==> src/hdl/sdeq_pkg.sv <==
`timescale 1ns / 1ps
// ----------------------------------------------------------------------------
// sdeq_pkg
// Shared types and constants for the sorted double-ended queue.
// ----------------------------------------------------------------------------
package sdeq_pkg;

   // Storage geometry
   localparam int CAPACITY    = 16;
   localparam int VALUE_WIDTH = 32;
   localparam int IDX_WIDTH   = $clog2(CAPACITY);
   localparam int CNT_WIDTH   = $clog2(CAPACITY + 1);

   // Port field widths
   localparam int OPCODE_WIDTH = 2;
   localparam int STATUS_WIDTH = 2;
   localparam int OCC_WIDTH    = 5;

   typedef enum logic [OPCODE_WIDTH-1:0] {
      OP_INSERT       = 2'd0,
      OP_REMOVE_MIN   = 2'd1,
      OP_REMOVE_MAX   = 2'd2,
      OP_REMOVE_VALUE = 2'd3
   } op_type;

   typedef enum logic [STATUS_WIDTH-1:0] {
      STAT_OK   = 2'd0,
      STAT_MISS = 2'd1,
      STAT_FULL = 2'd2
   } status_type;

   typedef enum logic {
      CTRL_IDLE = 1'b0,
      CTRL_HOLD = 1'b1
   } ctrl_state_type;

   // Controller to datapath commands
   typedef struct packed {
      logic exec;    // execute the transfer on the request channel this cycle
   } cmd_type;

endpackage

==> src/hdl/sdeq_ctrl.sv <==
`timescale 1ns / 1ps
// ----------------------------------------------------------------------------
// sdeq_ctrl
// Handshake controller: accepts a request transfer and holds the result
// register valid until the response transfer completes.
// ----------------------------------------------------------------------------
module sdeq_ctrl (
   input  logic              clock,
   input  logic              reset,
   input  logic              req_valid,
   output logic              req_stall,
   output logic              rsp_valid,
   input  logic              rsp_stall,
   output sdeq_pkg::cmd_type cmd
);

   sdeq_pkg::ctrl_state_type state_ff, state_in;

   // State register
   always_ff @(posedge clock) begin
      if (reset) begin
         state_ff <= sdeq_pkg::CTRL_IDLE;
      end else begin
         state_ff <= state_in;
      end
   end

   // Next state and outputs
   always_comb begin
      req_stall = 1'b0;
      rsp_valid = 1'b0;
      cmd.exec  = 1'b0;
      state_in  = state_ff;
      unique case (state_ff)
         sdeq_pkg::CTRL_IDLE: begin
            cmd.exec = req_valid;
            if (req_valid) begin
               state_in = sdeq_pkg::CTRL_HOLD;
            end
         end
         sdeq_pkg::CTRL_HOLD: begin
            rsp_valid = 1'b1;
            req_stall = rsp_stall;
            // result leaves; a new request may refill the register at once
            cmd.exec  = req_valid && !rsp_stall;
            if (!rsp_stall && !req_valid) begin
               state_in = sdeq_pkg::CTRL_IDLE;
            end
         end
         default: begin
            state_in = sdeq_pkg::CTRL_IDLE;
         end
      endcase
   end

endmodule

==> src/hdl/sdeq_dpath.sv <==
`timescale 1ns / 1ps
// ----------------------------------------------------------------------------
// sdeq_dpath
// Row of sorted cells. Every cell compares against the operand in parallel
// and shifts up (insert) or down (removal of the minimum or by value).
// ----------------------------------------------------------------------------
module sdeq_dpath (
   input  logic                                       clock,
   input  logic                                       reset,
   input  sdeq_pkg::cmd_type                          cmd,
   input  logic [sdeq_pkg::OPCODE_WIDTH-1:0]          req_opcode,
   input  logic signed [sdeq_pkg::VALUE_WIDTH-1:0]    req_operand_value,
   output logic signed [sdeq_pkg::VALUE_WIDTH-1:0]    rsp_removed_value,
   output logic [sdeq_pkg::STATUS_WIDTH-1:0]          rsp_status,
   output logic [sdeq_pkg::OCC_WIDTH-1:0]             rsp_occupancy
);

   localparam int CAP = sdeq_pkg::CAPACITY;
   localparam int VW  = sdeq_pkg::VALUE_WIDTH;
   localparam int CW  = sdeq_pkg::CNT_WIDTH;
   localparam int IW  = sdeq_pkg::IDX_WIDTH;

   logic signed [VW-1:0] cell_ff [CAP];
   logic signed [VW-1:0] cell_in [CAP];
   logic [CW-1:0]        count_ff, count_in;

   logic signed [VW-1:0] removed_ff, removed_in;
   sdeq_pkg::status_type status_ff, status_in;

   logic [CAP-1:0]       occupied;
   logic [CAP-1:0]       below;      // cell holds a value less than the operand
   logic [CAP-1:0]       match;
   logic                 found;
   logic                 is_full;
   logic                 is_empty;
   logic [CW-1:0]        tail_pos;
   logic [IW-1:0]        tail_idx;
   sdeq_pkg::op_type     op;

   // Per-cell compare
   always_comb begin
      for (int i = 0; i < CAP; i++) begin
         occupied[i] = (CW'(i) < count_ff);
         below[i]    = occupied[i] && (cell_ff[i] < req_operand_value);
         match[i]    = occupied[i] && (cell_ff[i] == req_operand_value);
      end
   end

   assign found    = |match;
   assign is_full  = (count_ff == CW'(CAP));
   assign is_empty = (count_ff == '0);
   assign tail_pos = count_ff - CW'(1);
   assign tail_idx = tail_pos[IW-1:0];
   assign op       = sdeq_pkg::op_type'(req_opcode);

   // Next cell contents, count and result
   always_comb begin
      cell_in    = cell_ff;
      count_in   = count_ff;
      removed_in = '0;
      status_in  = sdeq_pkg::STAT_OK;
      case (op)
         sdeq_pkg::OP_INSERT: begin
            if (is_full) begin
               status_in = sdeq_pkg::STAT_FULL;
            end else begin
               // cells at or above the slot shift up, the slot takes the operand
               cell_in[0] = below[0] ? cell_ff[0] : req_operand_value;
               for (int i = 1; i < CAP; i++) begin
                  if (below[i]) begin
                     cell_in[i] = cell_ff[i];
                  end else if (below[i-1]) begin
                     cell_in[i] = req_operand_value;
                  end else begin
                     cell_in[i] = cell_ff[i-1];
                  end
               end
               count_in = count_ff + CW'(1);
            end
         end
         sdeq_pkg::OP_REMOVE_MIN: begin
            if (is_empty) begin
               status_in = sdeq_pkg::STAT_MISS;
            end else begin
               removed_in = cell_ff[0];
               for (int i = 0; i < CAP - 1; i++) begin
                  cell_in[i] = cell_ff[i+1];
               end
               count_in = tail_pos;
            end
         end
         sdeq_pkg::OP_REMOVE_MAX: begin
            if (is_empty) begin
               status_in = sdeq_pkg::STAT_MISS;
            end else begin
               removed_in = cell_ff[tail_idx];
               count_in   = tail_pos;
            end
         end
         default: begin
            // remove given value: cells from the first match upward shift down
            if (!found) begin
               status_in = sdeq_pkg::STAT_MISS;
            end else begin
               removed_in = req_operand_value;
               for (int i = 0; i < CAP - 1; i++) begin
                  if (!below[i]) begin
                     cell_in[i] = cell_ff[i+1];
                  end
               end
               count_in = tail_pos;
            end
         end
      endcase
   end

   // Cell row and result register
   always_ff @(posedge clock) begin
      if (cmd.exec) begin
         cell_ff    <= cell_in;
         removed_ff <= removed_in;
         status_ff  <= status_in;
      end
   end

   // Occupancy counter
   always_ff @(posedge clock) begin
      if (reset) begin
         count_ff <= '0;
      end else if (cmd.exec) begin
         count_ff <= count_in;
      end
   end

   assign rsp_removed_value = removed_ff;
   assign rsp_status        = status_ff;
   assign rsp_occupancy     = sdeq_pkg::OCC_WIDTH'(count_ff);

endmodule

==> src/hdl/sorted_double_ended_queue.sv <==
`timescale 1ns / 1ps
// ----------------------------------------------------------------------------
// sorted_double_ended_queue
// Holds up to 16 signed values in ascending order; insert, remove minimum,
// remove maximum and remove by value, one result per request.
// ----------------------------------------------------------------------------
//  Channel | Direction | Handshake            | Payload
//  req     | in        | req_valid/req_stall  | opcode, operand_value
//  rsp     | out       | rsp_valid/rsp_stall  | removed_value, status, occupancy
//
//  All cells compare and shift in parallel at the accepting edge, and the
//  result is valid in the next cycle.
//  One request per cycle is sustained while the response side takes results.
//  req_stall follows rsp_stall only while a result is waiting.
//  Synchronous reset empties the queue; cell contents are not cleared.
// ----------------------------------------------------------------------------
module sorted_double_ended_queue (
   input  logic                                    clock,
   input  logic                                    reset,
   input  logic                                    req_valid,
   output logic                                    req_stall,
   input  logic [sdeq_pkg::OPCODE_WIDTH-1:0]       req_opcode,
   input  logic signed [sdeq_pkg::VALUE_WIDTH-1:0] req_operand_value,
   output logic                                    rsp_valid,
   input  logic                                    rsp_stall,
   output logic signed [sdeq_pkg::VALUE_WIDTH-1:0] rsp_removed_value,
   output logic [sdeq_pkg::STATUS_WIDTH-1:0]       rsp_status,
   output logic [sdeq_pkg::OCC_WIDTH-1:0]          rsp_occupancy
);

   sdeq_pkg::cmd_type cmd;

   // Handshake controller
   sdeq_ctrl u_ctrl (
      .clock     (clock),
      .reset     (reset),
      .req_valid (req_valid),
      .req_stall (req_stall),
      .rsp_valid (rsp_valid),
      .rsp_stall (rsp_stall),
      .cmd       (cmd)
   );

   // Sorted cell row
   sdeq_dpath u_dpath (
      .clock             (clock),
      .reset             (reset),
      .cmd               (cmd),
      .req_opcode        (req_opcode),
      .req_operand_value (req_operand_value),
      .rsp_removed_value (rsp_removed_value),
      .rsp_status        (rsp_status),
      .rsp_occupancy     (rsp_occupancy)
   );

endmodule

==> config.mk <==
export PLATFORM = sky130hd
export DESIGN_NAME = sorted_double_ended_queue
export DESIGN_NICKNAME = d
export VERILOG_FILES = /design/src/hdl/sdeq_pkg.sv /design/src/hdl/sdeq_ctrl.sv /design/src/hdl/sdeq_dpath.sv /design/src/hdl/sorted_double_ended_queue.sv
export SDC_FILE = /design/constraint.sdc
export NUM_CORES = 2
export LEC_CHECK = 0
export BUFFER_PORTS_ARGS = -buffer_cell sky130_fd_sc_hd__buf_2
export CAP_MARGIN = 0
export CORE_UTILIZATION = 60
export CTS_CLUSTER_SIZE = 25
export DETAILED_ROUTE_END_ITERATION = 8
export GPL_ROUTABILITY_DRIVEN = 0
export MAX_ROUTING_LAYER = met4
export PLACE_DENSITY = 0.79
export SETUP_SLACK_MARGIN = 0.5
export SYNTH_ARGS = -nofsm -noshare
export SYNTH_HDL_FRONTEND = slang
export SYNTH_SLANG_ARGS = --single-unit
==> constraint.sdc <==
create_clock -name clock -period 6.1 [get_ports clock]
set_clock_uncertainty 0.2 [all_clocks]
set_input_delay 0.61 -clock clock [delete_from_list [all_inputs] [get_ports clock]]
set_output_delay 0.61 -clock clock [all_outputs]
set_load 0.05 [all_outputs]
==> flow_summary.json <==
{
  "yosysUniqueCellTypes": 79,
  "cp_slowest_cell": "mux2_2",
  "cp_cell_sequence": "buf_2 > inv_1 > buf_4 > ha_1 > nand4_1 > nor4_1 > a311oi_1 > mux2_2 > buf_4 > mux2i_1 > o22ai_1",
  "cts_tree": "done",
  "synthSimpleGateAreaFrac_pct": 7.639,
  "hp-class": "primary input to flip-flop",
  "muxShareOfSynthArea_pct": 18.05,
  "die_w_um": 272.2,
  "ios": 79,
  "cts.repair.resized": 0,
  "p_per_area_mw_per_mm2": 287.4,
  "clk_pin_slew_ns": 0.06,
  "cp.arrival_ns": 5.41,
  "fin_crit_ns": 5.299,
  "finish.instance_area_sq_mm": 0.04780,
  "areaGrowthSynthToFinish_pct": 9.145,
  "grt_pass1_wl_mm": 249.7,
  "final_common_cell": "edfxtp_1",
  "initial_core_util_pct": 60.95,
  "grt_start_max_net_pins": 212,
  "num_vias": 39690,
  "synth_xor_area_share_pct": 0.07999,
  "routed_wl_mm": 171.9,
  "max_cap_viol_count": 0,
  "async_flop_share_pct": 0,
  "hold_buffers": 0,
  "dr.pass1.iters": 9,
  "detail-route-antenna-nets": 0,
  "clockRootBuffer": "clkbuf_16",
  "final_core_util_pct": 66.53,
  "p_int_mw": 8.551,
  "timing.rr.start": "u_dpath.cell_ff[82]$_DFFE_PP_",
  "pre_cts_slack_ns": 0.6199,
  "setup_viol": 0,
  "power.leakage_nw": 20.92,
  "clockPowerShare_pct": 29.3,
  "synth_edf_count": 546,
  "critPathMaxStageDelay_ns": 0.95,
  "wl_per_cell_um": 33.11,
  "post_cts.repair.setup_buffers": 0,
  "p_switching_mw": 5.187,
  "clock_sinks": 552,
  "cp-startpoint": "req_operand_value[26]",
  "crit_required_ns": 6.21,
  "synth_top_family_by_area": "multiplexers",
  "startpoint_type": "primary input",
  "syn_nets": 4725,
  "nets": 4740,
  "synth-compound-area-share_pct": 14.42,
  "placed_cell_area_sq_mm": 0.04567,
  "cts_buffers": 67,
  "drive_above_1_share_pct": 11.58,
  "crit_path_frequent_cell": "buf_4",
  "synth_area_per_cell_sq_um": 10.51,
  "slew_violations": 0,
  "clock.fmax_mhz": 188.7,
  "yosys_warnings": 0,
  "hpwlAfterDp_mm": 117.8,
  "status": "finished clean",
  "min_from": "req_valid",
  "hold_viol_final": 0,
  "endpoint_kind": "flip-flop",
  "clkLatencyLatePin_ns": 0.64,
  "port_buffers": 78,
  "period_share_pct": 86.87,
  "worst_slew_pin_slew_ns": 1.235,
  "seqPwrFrac_pct": 35.5,
  "grt_pass1_vias": 37860,
  "combPwrFrac_pct": 35.2,
  "drc": 0,
  "ir_drop_uv": 267.7,
  "grt-ovfl-total": 0,
  "die_area_sq_mm": 0.07408,
  "track_usage_pct": 47.15,
  "ys_seq_area_share_pct": 37.71,
  "rows": 98,
  "ys_ff_latch": 552,
  "fin_ws_ns": 0.8008,
  "postSynthCellCount": 4167,
  "h-tree-depth": 3,
  "antenna_found_initial": 11,
  "criticalPathCategory": "primary input to flip-flop",
  "synthAdderAreaFrac_pct": 14.86,
  "coreArea_sq_mm": 0.07185,
  "drt_iter0_drc": 7787,
  "rsz0062_at_grt": "false",
  "final.fill_count": 5493,
  "setup_tns_ns": 0,
  "viasPerCell": 7.644,
  "layout_common_cells": "edfxtp_1 (546), inv_1 (542), ha_1 (517)",
  "crit_fanout": 17,
  "relSlewSlack_pct": 17.67,
  "netlist_area_sq_mm": 0.04380,
  "die_h_um": 272.2,
  "synthFlopType": "edfxtp_1",
  "switching_share_pct": 37.75,
  "max-clock-path-buffers": 3
}
==> path summary, 6_finish.rpt <==
path | depth (start not counted) | to | slack, ns
hold reg to reg | 4 | u_ctrl.state_ff$_SDFF_PP0_ | 0.40
setup reg to reg | 8 | u_dpath.cell_ff[38]$_DFFE_PP_ | 1.16
setup / recovery | 11 | u_dpath.cell_ff[38]$_DFFE_PP_ | 0.80
hold / removal | 3 | u_ctrl.state_ff$_SDFF_PP0_ | 0.006
==> through the flow <==
stage	instances	power (mW)	hold WS, ns
after detailed placement	5063	9.452	0.3796
final	5192	13.74	0.006469
after CTS	5181	13.40	0.008752
after global placement	5063	9.328	0.3521
after global routing	5192	13.96	0.03868
after floorplan	4167	7.843	0.3509
==> logic make-up after synthesis <==
family	count (synthesis)
xor+xnor	4
simple gates	665
flops	552
mux	623
compound gates	1001
buf+inv	802
fa+ha+maj	520
==> sequential cells by signal, summed over array words and instances, names as in the netlist <==
name	count
u_dpath.rsp_status	2
u_dpath.rsp_removed_value	32
u_dpath.cell_ff	512
u_dpath.rsp_occupancy	5
u_ctrl.state_ff	1
==> power by group through the flow <==
| stage | logic, mW | registers, mW | clock network [mW] |
|---|---|---|---|
| floorplan | 2.97 | 4.88 | 0 |
| global placement | 4.42 | 4.91 | 0 |
| detailed placement | 4.54 | 4.91 | 0 |
| CTS | 4.57 | 4.84 | 3.99 |
| global route | 4.97 | 4.87 | 4.12 |
| finish | 4.84 | 4.87 | 4.03 |
==> synthesized netlist by cell type, drive strengths merged, types with 17 or more instances <==
master	n	share of area, %
inv	542	4.6
mux2i	484	11
ha	520	15
nor3	17	0.23
nor4	18	0.27
nand2b	18	0.26
nand2	245	2.1
clkbuf	182	1.6
buf	78	1.0
o22ai	478	6.8
nor2b	22	0.31
edfxtp	546	37
a21o	58	0.99
a21oi	219	2.5
mux4	128	6.6
o21ai	103	1.2
a32oi	32	0.64
nand4	120	1.7
nand3	91	1.1
nor2	72	0.62
nand3b	33	0.57
==> critical path, delay by kind of cell <==
family | cells | cell delay [ns]
AND/OR/NAND/NOR | 2 | 1.11
buffers and inverters | 4 | 1.56
AO/OA/AOI/OAI | 2 | 0.55
adder cells (fa/ha/maj) | 1 | 0.31
multiplexers | 2 | 1.22
==> per-layer routing <==
metal	vias to the layer above	share of wire, %	GRT usage [%]
li1	16040	-	-
met1	18480	33	55.95
met2	4038	41	65.13
met3	1129	16	16.30
met4	0	10	36.86
met5	-	0	-
==> layout make-up <==
class | count | area (sq um) | area share [%]
diodes | 11 | 27.53 | 0.05758
clock buffers | 83 | 1809 | 3.785
clock inverters | 35 | 289.0 | 0.6046
inverters | 542 | 2034 | 4.256
multi-input cells | 2813 | 24410 | 51.06
flip-flops and latches | 552 | 16520 | 34.56
well taps | 950 | 1189 | 2.487
repair buffers | 206 | 1526 | 3.193
(Power assumes the default switching activity.)
